`src/twrtc_pkg.sv`:
```
// Shared types and constants for the three-wire RTC serial master.
`timescale 1ns / 1ps

package twrtc_pkg;

    localparam int unsigned BURST_BYTES_DEF = 8;

    // Command codes
    localparam logic [1:0] CMD_WRITE       = 2'd0;
    localparam logic [1:0] CMD_READ        = 2'd1;
    localparam logic [1:0] CMD_BURST_READ  = 2'd2;
    localparam logic [1:0] CMD_BURST_WRITE = 2'd3;

    // Frames of a burst write
    localparam logic [1:0] SEG_PROTECT_OFF = 2'd0;
    localparam logic [1:0] SEG_DATA        = 2'd1;
    localparam logic [1:0] SEG_PROTECT_ON  = 2'd2;

    // Command and data bytes on the wire
    localparam logic [7:0] BYTE_WP_ADDR     = 8'h8E;
    localparam logic [7:0] BYTE_WP_OFF      = 8'h00;
    localparam logic [7:0] BYTE_WP_ON       = 8'h80;
    localparam logic [7:0] BYTE_BURST_READ  = 8'hBF;
    localparam logic [7:0] BYTE_BURST_WRITE = 8'hBE;

    typedef enum logic [4:0] {
        PH_IDLE = 5'b00001,
        PH_PREP = 5'b00010,
        PH_LOW  = 5'b00100,
        PH_HIGH = 5'b01000,
        PH_END  = 5'b10000
    } phase_t;

    typedef struct packed {
        logic        start_req;
        logic [1:0]  cmd;
        logic [7:0]  address;
        logic [7:0]  write_byte;
        logic [63:0] burst_data;
        logic        io_in;
    } tick_t;

    typedef struct packed {
        logic        select_pin;
        logic        clock_pin;
        logic        io_out;
        logic        busy_res;
        logic        done_res;
        logic        rejected;
        logic [7:0]  read_byte;
        logic [63:0] burst_result;
    } result_t;

endpackage

```
`src/three_wire_rtc_serial_master_top.sv`:
```
// Three-wire RTC serial master: pin sequencer stepped once per accepted tick.
// The result of an accepted tick is registered in the output register.
// Throughput: one tick per cycle; a result held by res_stall holds the input until it leaves.
// The sequencer is a single registered state update per tick.
// Reset: sequencer idle, all latched bytes and read results zero, no result pending.
`timescale 1ns / 1ps

module three_wire_rtc_serial_master_top
    import twrtc_pkg::*;
#(
    parameter int unsigned BURST_BYTES = BURST_BYTES_DEF
)
(
    input  logic    clk,
    input  logic    rst_n,
    input  logic    tick_valid,
    output logic    tick_stall,
    input  tick_t   tick,
    output logic    res_valid,
    input  logic    res_stall,
    output result_t res
);

    localparam int unsigned BYTES_CL   = (BURST_BYTES < 1) ? 1 :
                                         (BURST_BYTES > 8) ? 8 : BURST_BYTES;
    localparam int unsigned BURST_BITS = BYTES_CL * 8;
    localparam logic [63:0] BURST_MASK = (BURST_BITS >= 64) ? {64{1'b1}} :
                                         ((64'd1 << BURST_BITS) - 64'd1);
    localparam logic [6:0]  SINGLE_TOTAL = 7'd16;
    localparam logic [6:0]  BURST_TOTAL  = 7'(8 + BURST_BITS);

    phase_t      phase_reg,       phase_next;
    logic [6:0]  bit_count_reg,   bit_count_next;
    logic [1:0]  segment_reg,     segment_next;
    logic [1:0]  cmd_reg,         cmd_next;
    logic [63:0] shift_out_reg,   shift_out_next;
    logic [63:0] shift_in_reg,    shift_in_next;
    logic [7:0]  address_reg,     address_next;
    logic [7:0]  byte_reg,        byte_next;
    logic [7:0]  last_read_reg,   last_read_next;
    logic [63:0] last_burst_reg,  last_burst_next;
    logic        res_valid_reg,   res_valid_next;
    result_t     res_reg,         res_next;
    result_t     step_out;
    logic        accept;

    assign tick_stall = res_valid_reg & res_stall;
    assign accept     = tick_valid & ~tick_stall;
    assign res_valid  = res_valid_reg;
    assign res        = res_reg;

    always_comb
    begin
        logic        idle;
        logic [1:0]  last_seg;
        logic [7:0]  cb;
        logic [6:0]  total;
        logic        rd;
        logic [63:0] data;
        logic        bitv;
        logic [6:0]  offs;
        logic [7:0]  bc_inc;

        phase_next      = phase_reg;
        bit_count_next  = bit_count_reg;
        segment_next    = segment_reg;
        cmd_next        = cmd_reg;
        shift_out_next  = shift_out_reg;
        shift_in_next   = shift_in_reg;
        address_next    = address_reg;
        byte_next       = byte_reg;
        last_read_next  = last_read_reg;
        last_burst_next = last_burst_reg;

        step_out              = '0;
        step_out.select_pin   = 1'b0;
        step_out.clock_pin    = 1'b1;
        step_out.io_out       = 1'b1;

        idle = (phase_reg != PH_PREP) && (phase_reg != PH_LOW) &&
               (phase_reg != PH_HIGH) && (phase_reg != PH_END);

        if (idle)
        begin
            phase_next = PH_IDLE;
            if (tick.start_req)
            begin
                cmd_next       = tick.cmd;
                address_next   = tick.address;
                byte_next      = tick.write_byte;
                shift_out_next = tick.burst_data;
                shift_in_next  = '0;
                segment_next   = '0;
                bit_count_next = '0;
                phase_next     = PH_PREP;
            end
        end
        else
        begin
            step_out.rejected = tick.start_req;
        end

        last_seg = (cmd_next == CMD_BURST_WRITE) ? SEG_PROTECT_ON : SEG_PROTECT_OFF;
        if (segment_next > last_seg)
        begin
            segment_next = last_seg;
        end

        // Describe the current frame
        rd    = 1'b0;
        total = SINGLE_TOTAL;
        data  = '0;
        cb    = address_next;
        case (cmd_next)
            CMD_READ:
            begin
                rd = 1'b1;
            end
            CMD_BURST_READ:
            begin
                cb    = BYTE_BURST_READ;
                rd    = 1'b1;
                total = BURST_TOTAL;
            end
            CMD_BURST_WRITE:
            begin
                if (segment_next == SEG_PROTECT_OFF)
                begin
                    cb   = BYTE_WP_ADDR;
                    data = {56'd0, BYTE_WP_OFF};
                end
                else if (segment_next == SEG_DATA)
                begin
                    cb    = BYTE_BURST_WRITE;
                    total = BURST_TOTAL;
                    data  = shift_out_next;
                end
                else
                begin
                    cb   = BYTE_WP_ADDR;
                    data = {56'd0, BYTE_WP_ON};
                end
            end
            default:
            begin
                data = {56'd0, byte_next};
            end
        endcase

        offs   = bit_count_next - 7'd8;
        bc_inc = {1'b0, bit_count_next} + 8'd1;
        if (bit_count_next < 7'd8)
        begin
            bitv = cb[bit_count_next[2:0]];
        end
        else if (!rd)
        begin
            bitv = data[offs[5:0]];
        end
        else
        begin
            bitv = 1'b1;
        end

        case (phase_next)
            PH_PREP:
            begin
                step_out.busy_res   = 1'b1;
                step_out.select_pin = 1'b0;
                step_out.clock_pin  = 1'b0;
                bit_count_next      = '0;
                phase_next          = PH_LOW;
            end
            PH_LOW:
            begin
                step_out.busy_res   = 1'b1;
                step_out.select_pin = 1'b1;
                step_out.clock_pin  = 1'b0;
                step_out.io_out     = bitv;
                if (rd && (bit_count_next >= 7'd8) && tick.io_in)
                begin
                    shift_in_next = shift_in_next | (64'd1 << offs[5:0]);
                end
                phase_next = PH_HIGH;
            end
            PH_HIGH:
            begin
                step_out.busy_res   = 1'b1;
                step_out.select_pin = 1'b1;
                step_out.clock_pin  = 1'b1;
                step_out.io_out     = bitv;
                if (bc_inc >= {1'b0, total})
                begin
                    phase_next = PH_END;
                end
                else
                begin
                    bit_count_next = bc_inc[6:0];
                    phase_next     = PH_LOW;
                end
            end
            PH_END:
            begin
                step_out.busy_res = 1'b1;
                bit_count_next    = '0;
                if (segment_next >= last_seg)
                begin
                    step_out.done_res = 1'b1;
                    if (cmd_next == CMD_READ)
                    begin
                        last_read_next = shift_in_next[7:0];
                    end
                    else if (cmd_next == CMD_BURST_READ)
                    begin
                        last_burst_next = shift_in_next & BURST_MASK;
                    end
                    segment_next = '0;
                    phase_next   = PH_IDLE;
                end
                else
                begin
                    // advance to the next frame of the burst write
                    segment_next = segment_next + 2'd1;
                    phase_next   = PH_PREP;
                end
            end
            default:
            begin
                phase_next = PH_IDLE;
            end
        endcase

        step_out.read_byte    = step_out.rejected ? 8'd0 : last_read_next;
        step_out.burst_result = last_burst_next;
    end

    assign res_valid_next = accept | (res_valid_reg & res_stall);
    assign res_next       = accept ? step_out : res_reg;

    always_ff @(posedge clk or negedge rst_n)
    begin
        if (!rst_n)
        begin
            phase_reg      <= PH_IDLE;
            bit_count_reg  <= '0;
            segment_reg    <= '0;
            cmd_reg        <= CMD_WRITE;
            shift_out_reg  <= '0;
            shift_in_reg   <= '0;
            address_reg    <= '0;
            byte_reg       <= '0;
            last_read_reg  <= '0;
            last_burst_reg <= '0;
            res_valid_reg  <= 1'b0;
        end
        else
        begin
            res_valid_reg <= res_valid_next;
            if (accept)
            begin
                phase_reg      <= phase_next;
                bit_count_reg  <= bit_count_next;
                segment_reg    <= segment_next;
                cmd_reg        <= cmd_next;
                shift_out_reg  <= shift_out_next;
                shift_in_reg   <= shift_in_next;
                address_reg    <= address_next;
                byte_reg       <= byte_next;
                last_read_reg  <= last_read_next;
                last_burst_reg <= last_burst_next;
            end
        end
    end

    // Result payload holds while stalled
    always_ff @(posedge clk)
    begin
        res_reg <= res_next;
    end

endmodule
```
`config.mk`:
```
export PLATFORM = sky130hd
export DESIGN_NAME = three_wire_rtc_serial_master_top
export DESIGN_NICKNAME = d
export VERILOG_FILES = /design/src/twrtc_pkg.sv /design/src/three_wire_rtc_serial_master_top.sv
export SDC_FILE = /design/constraint.sdc
export NUM_CORES = 1
export LEC_CHECK = 0
export BUFFER_PORTS_ARGS = -buffer_cell sky130_fd_sc_hd__buf_2
export CAP_MARGIN = 20
export CORE_ASPECT_RATIO = 0.75
export CORE_MARGIN = 8
export CORE_UTILIZATION = 63
export DETAILED_ROUTE_END_ITERATION = 7
export GPL_ROUTABILITY_DRIVEN = 0
export HOLD_SLACK_MARGIN = 0.08
export PLACE_DENSITY = 0.88
export SLEW_MARGIN = 20
export SYNTH_ARGS = -nofsm -noshare
export SYNTH_HDL_FRONTEND = slang
export SYNTH_SLANG_ARGS = --single-unit
```
`constraint.sdc`:
```
create_clock -name clk -period 7.9 [get_ports clk]
set_clock_uncertainty 0.05 [all_clocks]
set_input_delay 0.395 -clock clk [delete_from_list [all_inputs] [get_ports clk]]
set_output_delay 0.395 -clock clk [all_outputs]
set_load 0.03 [all_outputs]
```
==> impl_results.md <==
* HP Class: in -> reg
* Mapped Area at 13700 µm²
* Post-synth cell types at 61
* Fin crit share at 76.55%
* Placed cell count at 1692
* Initial antenna violation count at 1
* Synth Register Bits at 311
* Syn nets at 1409
* Gr ovfl total at 0
* Pin count of the biggest net entering global routing at 124
* Clock buffer depth at 3
* Synth cell count leaders: 491 x nand2_1, 232 x dfrtp_1, 86 x mux2_2, 86 x o21ai_0, 78 x edfxtp_1
* Peak supply drop at 180.9 µV
* CTS clk-pin slew, worst paths at 70 ps
* CP Launch Type: flip-flop
* Yosys Warn Count at 0
* Die Height at 143.7 µm
* Largest fanout on the critical path at 17
* Fillers at 1235
* Row cnt at 46
* Clock net sink count at 311
* Clock latency at the later pin of the worst-skew pair at 560 ps
* Multi-input gate area at 5131 µm²
* Tmin final at 6047 ps
* Final layout net count at 1629
* Max-Slew Margin vs Limit at 33.79%
* H-Tree Depth at 1
* Drt drc at 0
* Resized cells post-CTS at 0
* TNS Setup at 0 ps
* Worst setup EP type: flip-flop
* Routed wire length at 37240 µm
* Leak Pwr at 7.725 nW
* IO buf count at 167
* Share of cells above drive strength 1 at 22.47%
* Post-DP HPWL at 21510 µm
* First-pass GRT wire length at 58810 µm
* Core Box Area at 21240 µm²
* Chip width at 186.3 µm
* Post-DR vias/cell at 5.978
* I/O Pins at 168
* DRT iter0 DRCs at 1643
* WL per Instance at 20.35 µm
* FMAX at 165.4 MHz
* CTS tree: done
* Worst-Margin Slew at 993.1 ps
* DRT antenna net count at 0
* Largest cells by area after synthesis: dfrtp_1 42%, edfxtp_1 17%, nand2_1 13%
* Final Hold Viols at 0
* Final cell count without fillers at 1830
* Async S/R FF share, synth at 74.92%
* Pins Over Slew Limit at 0
* Kind of critical path: reg -> reg
* Initial Util at 64.50%
* Post-synth EDFFs at 78
* Die Area at 26770 µm²
* Max-cap viol count at 0
* CTS root buf: clkbuf_16
* Top cell type's share of synthesized area at 42.38%
* Gate count of the mapped netlist at 1299
* Number of global-route vias before repair at 11110
* Status: completed
* Most common flop cell mapped by yosys: dfrtp_1
* CTS buffer count at 29
* Pwr/cell area at 250.8 nW/µm²
* Setup violators final at 0
* Top-count cell post-synth: nand2_1
* GRT Util Overall at 28.03%
* Number of flip-flops in the largest register at 78
* Via count at 10940
* RSZ-0062 raised after global routing: false
* Area Growth Syn to Fin at 20.40%
* Worst EP arrival at 6440 ps
* Mean post-synth cell area at 10.55 µm²
* Storage cell area at 8174 µm²
* Synth area leader: dfrtp_1
* DR pass1 iterations at 6
* Post-CTS Setup Repair Bufs at 0
* Register area share after synthesis at 59.67%
* WP data required at 8300 ps
==> stage by stage <==
step | utilization, % | cell area [µm²] | power, W | setup WS (ps) | hold slack (ps)
2_1_floorplan | - | 13700 | 0.002451 | 3052 | 49.41
3_3_place_gp | 69.14 | 14680 | 0.002619 | 2300 | 406.6
3_5_place_dp | 69.14 | 14680 | 0.002660 | 1886 | 412.3
4_1_cts | 77.62 | 16480 | 0.004078 | 1840 | 83.66
5_1_grt | 77.65 | 16490 | 0.004274 | 1588 | 99.43
6_report | 77.67 | 16490 | 0.004136 | 1853 | 108.6
==> cell usage in the layout (no fill, tap or decap), drive strengths merged, types with 4 or more instances in the layout <==
master,netlist,final
mux2,86,86
a22oi,4,4
a21oi,17,17
clkinv,0,7
buf,22,177
dlygate4sd3,0,84
nor2,31,31
a31oi,11,11
nor3,10,10
mux2i,17,17
ha,22,22
mux4,12,12
nand2,491,491
edfxtp,78,78
nand3,22,22
clkbuf,50,43
o21ai,98,98
inv,26,27
dfrtp,232,232
xor2,5,5
==> worst max-delay path, cell delays in order, from the launching register on <==
cell	delay, ps
dfrtp_1	580
nor2_1	160
a211oi_2	430
o21a_1	700
mux2i_1	420
inv_1	120
ha_1	320
ha_1	320
nor2b_1	160
and3_1	210
ha_1	240
a21oi_1	250
inv_1	80
ha_1	280
nand2_1	60
o21ai_0	80
a21oi_1	230
o21ai_0	180
a211o_1	450
nand2_1	100
nand2_1	160
a22o_1	330
==> where the power goes <==
group	total (W)	switching (W)	internal, W
combinational	0.000744	0.000416	0.000328
sequential	0.00198	0.000131	0.00185
clock	0.00141	0.000605	0.000805
==> per-layer routing <==
layer / global-route usage [%] / part of all wire, %
met2: 44.16 / 46
met1: 36.35 / 39
met4: 13.42 / 4.9
met3: 6.710 / 9.8
met5: 0 / 0
==> area by class of cell <==
cell class	instances	area share (%)
diodes	2	0.03034
clock buffers	43	5.348
clock inverters	9	0.4703
inverters	26	0.6220
multi-input cells	890	31.11
flip-flops and latches	311	49.56
well taps	288	2.185
repair buffers	261	10.68
==> path summary, 6_finish.rpt <==
kind / startpoint / end / slack, ps / depth (start not counted)
min reg2reg: last_burst_reg[36] / last_burst_reg[36] / 420 / 2
min: tick[81] / cmd_reg[0] / 110 / 2
max reg2reg: phase_reg[3] / bit_count_reg[1] / 1850 / 21
max: phase_reg[3] / bit_count_reg[1] / 1850 / 21
max in group asynchronous: rst_n / last_burst_reg[20] / 5900 / 3
min in group asynchronous: rst_n / shift_out_reg[20] / 470 / 2
==> kinds of logic (layout without fill, tap and decap cells) <==
family	count (synthesis)	after routing	share of synthesized area, %
adder cells (fa/ha/maj)	22	22	2.009
other	0	2	0
AND/OR/NAND/NOR	580	580	17.04
flip-flops	311	311	59.67
buffers and inverters	98	339	3.060
AO/OA/AOI/OAI	166	166	7.489
multiplexers	115	115	10.28
XOR/XNOR	7	7	0.4475
==> repair_timing <==
| action | in CTS | in global routing |
|---|---|---|
| setup endpoints to repair | 0 | 0 |
| hold endpoints to repair | 202 | 0 |
| hold buffers | 84 | 0 |
No activity file was read; power rests on OpenSTA's default activity.
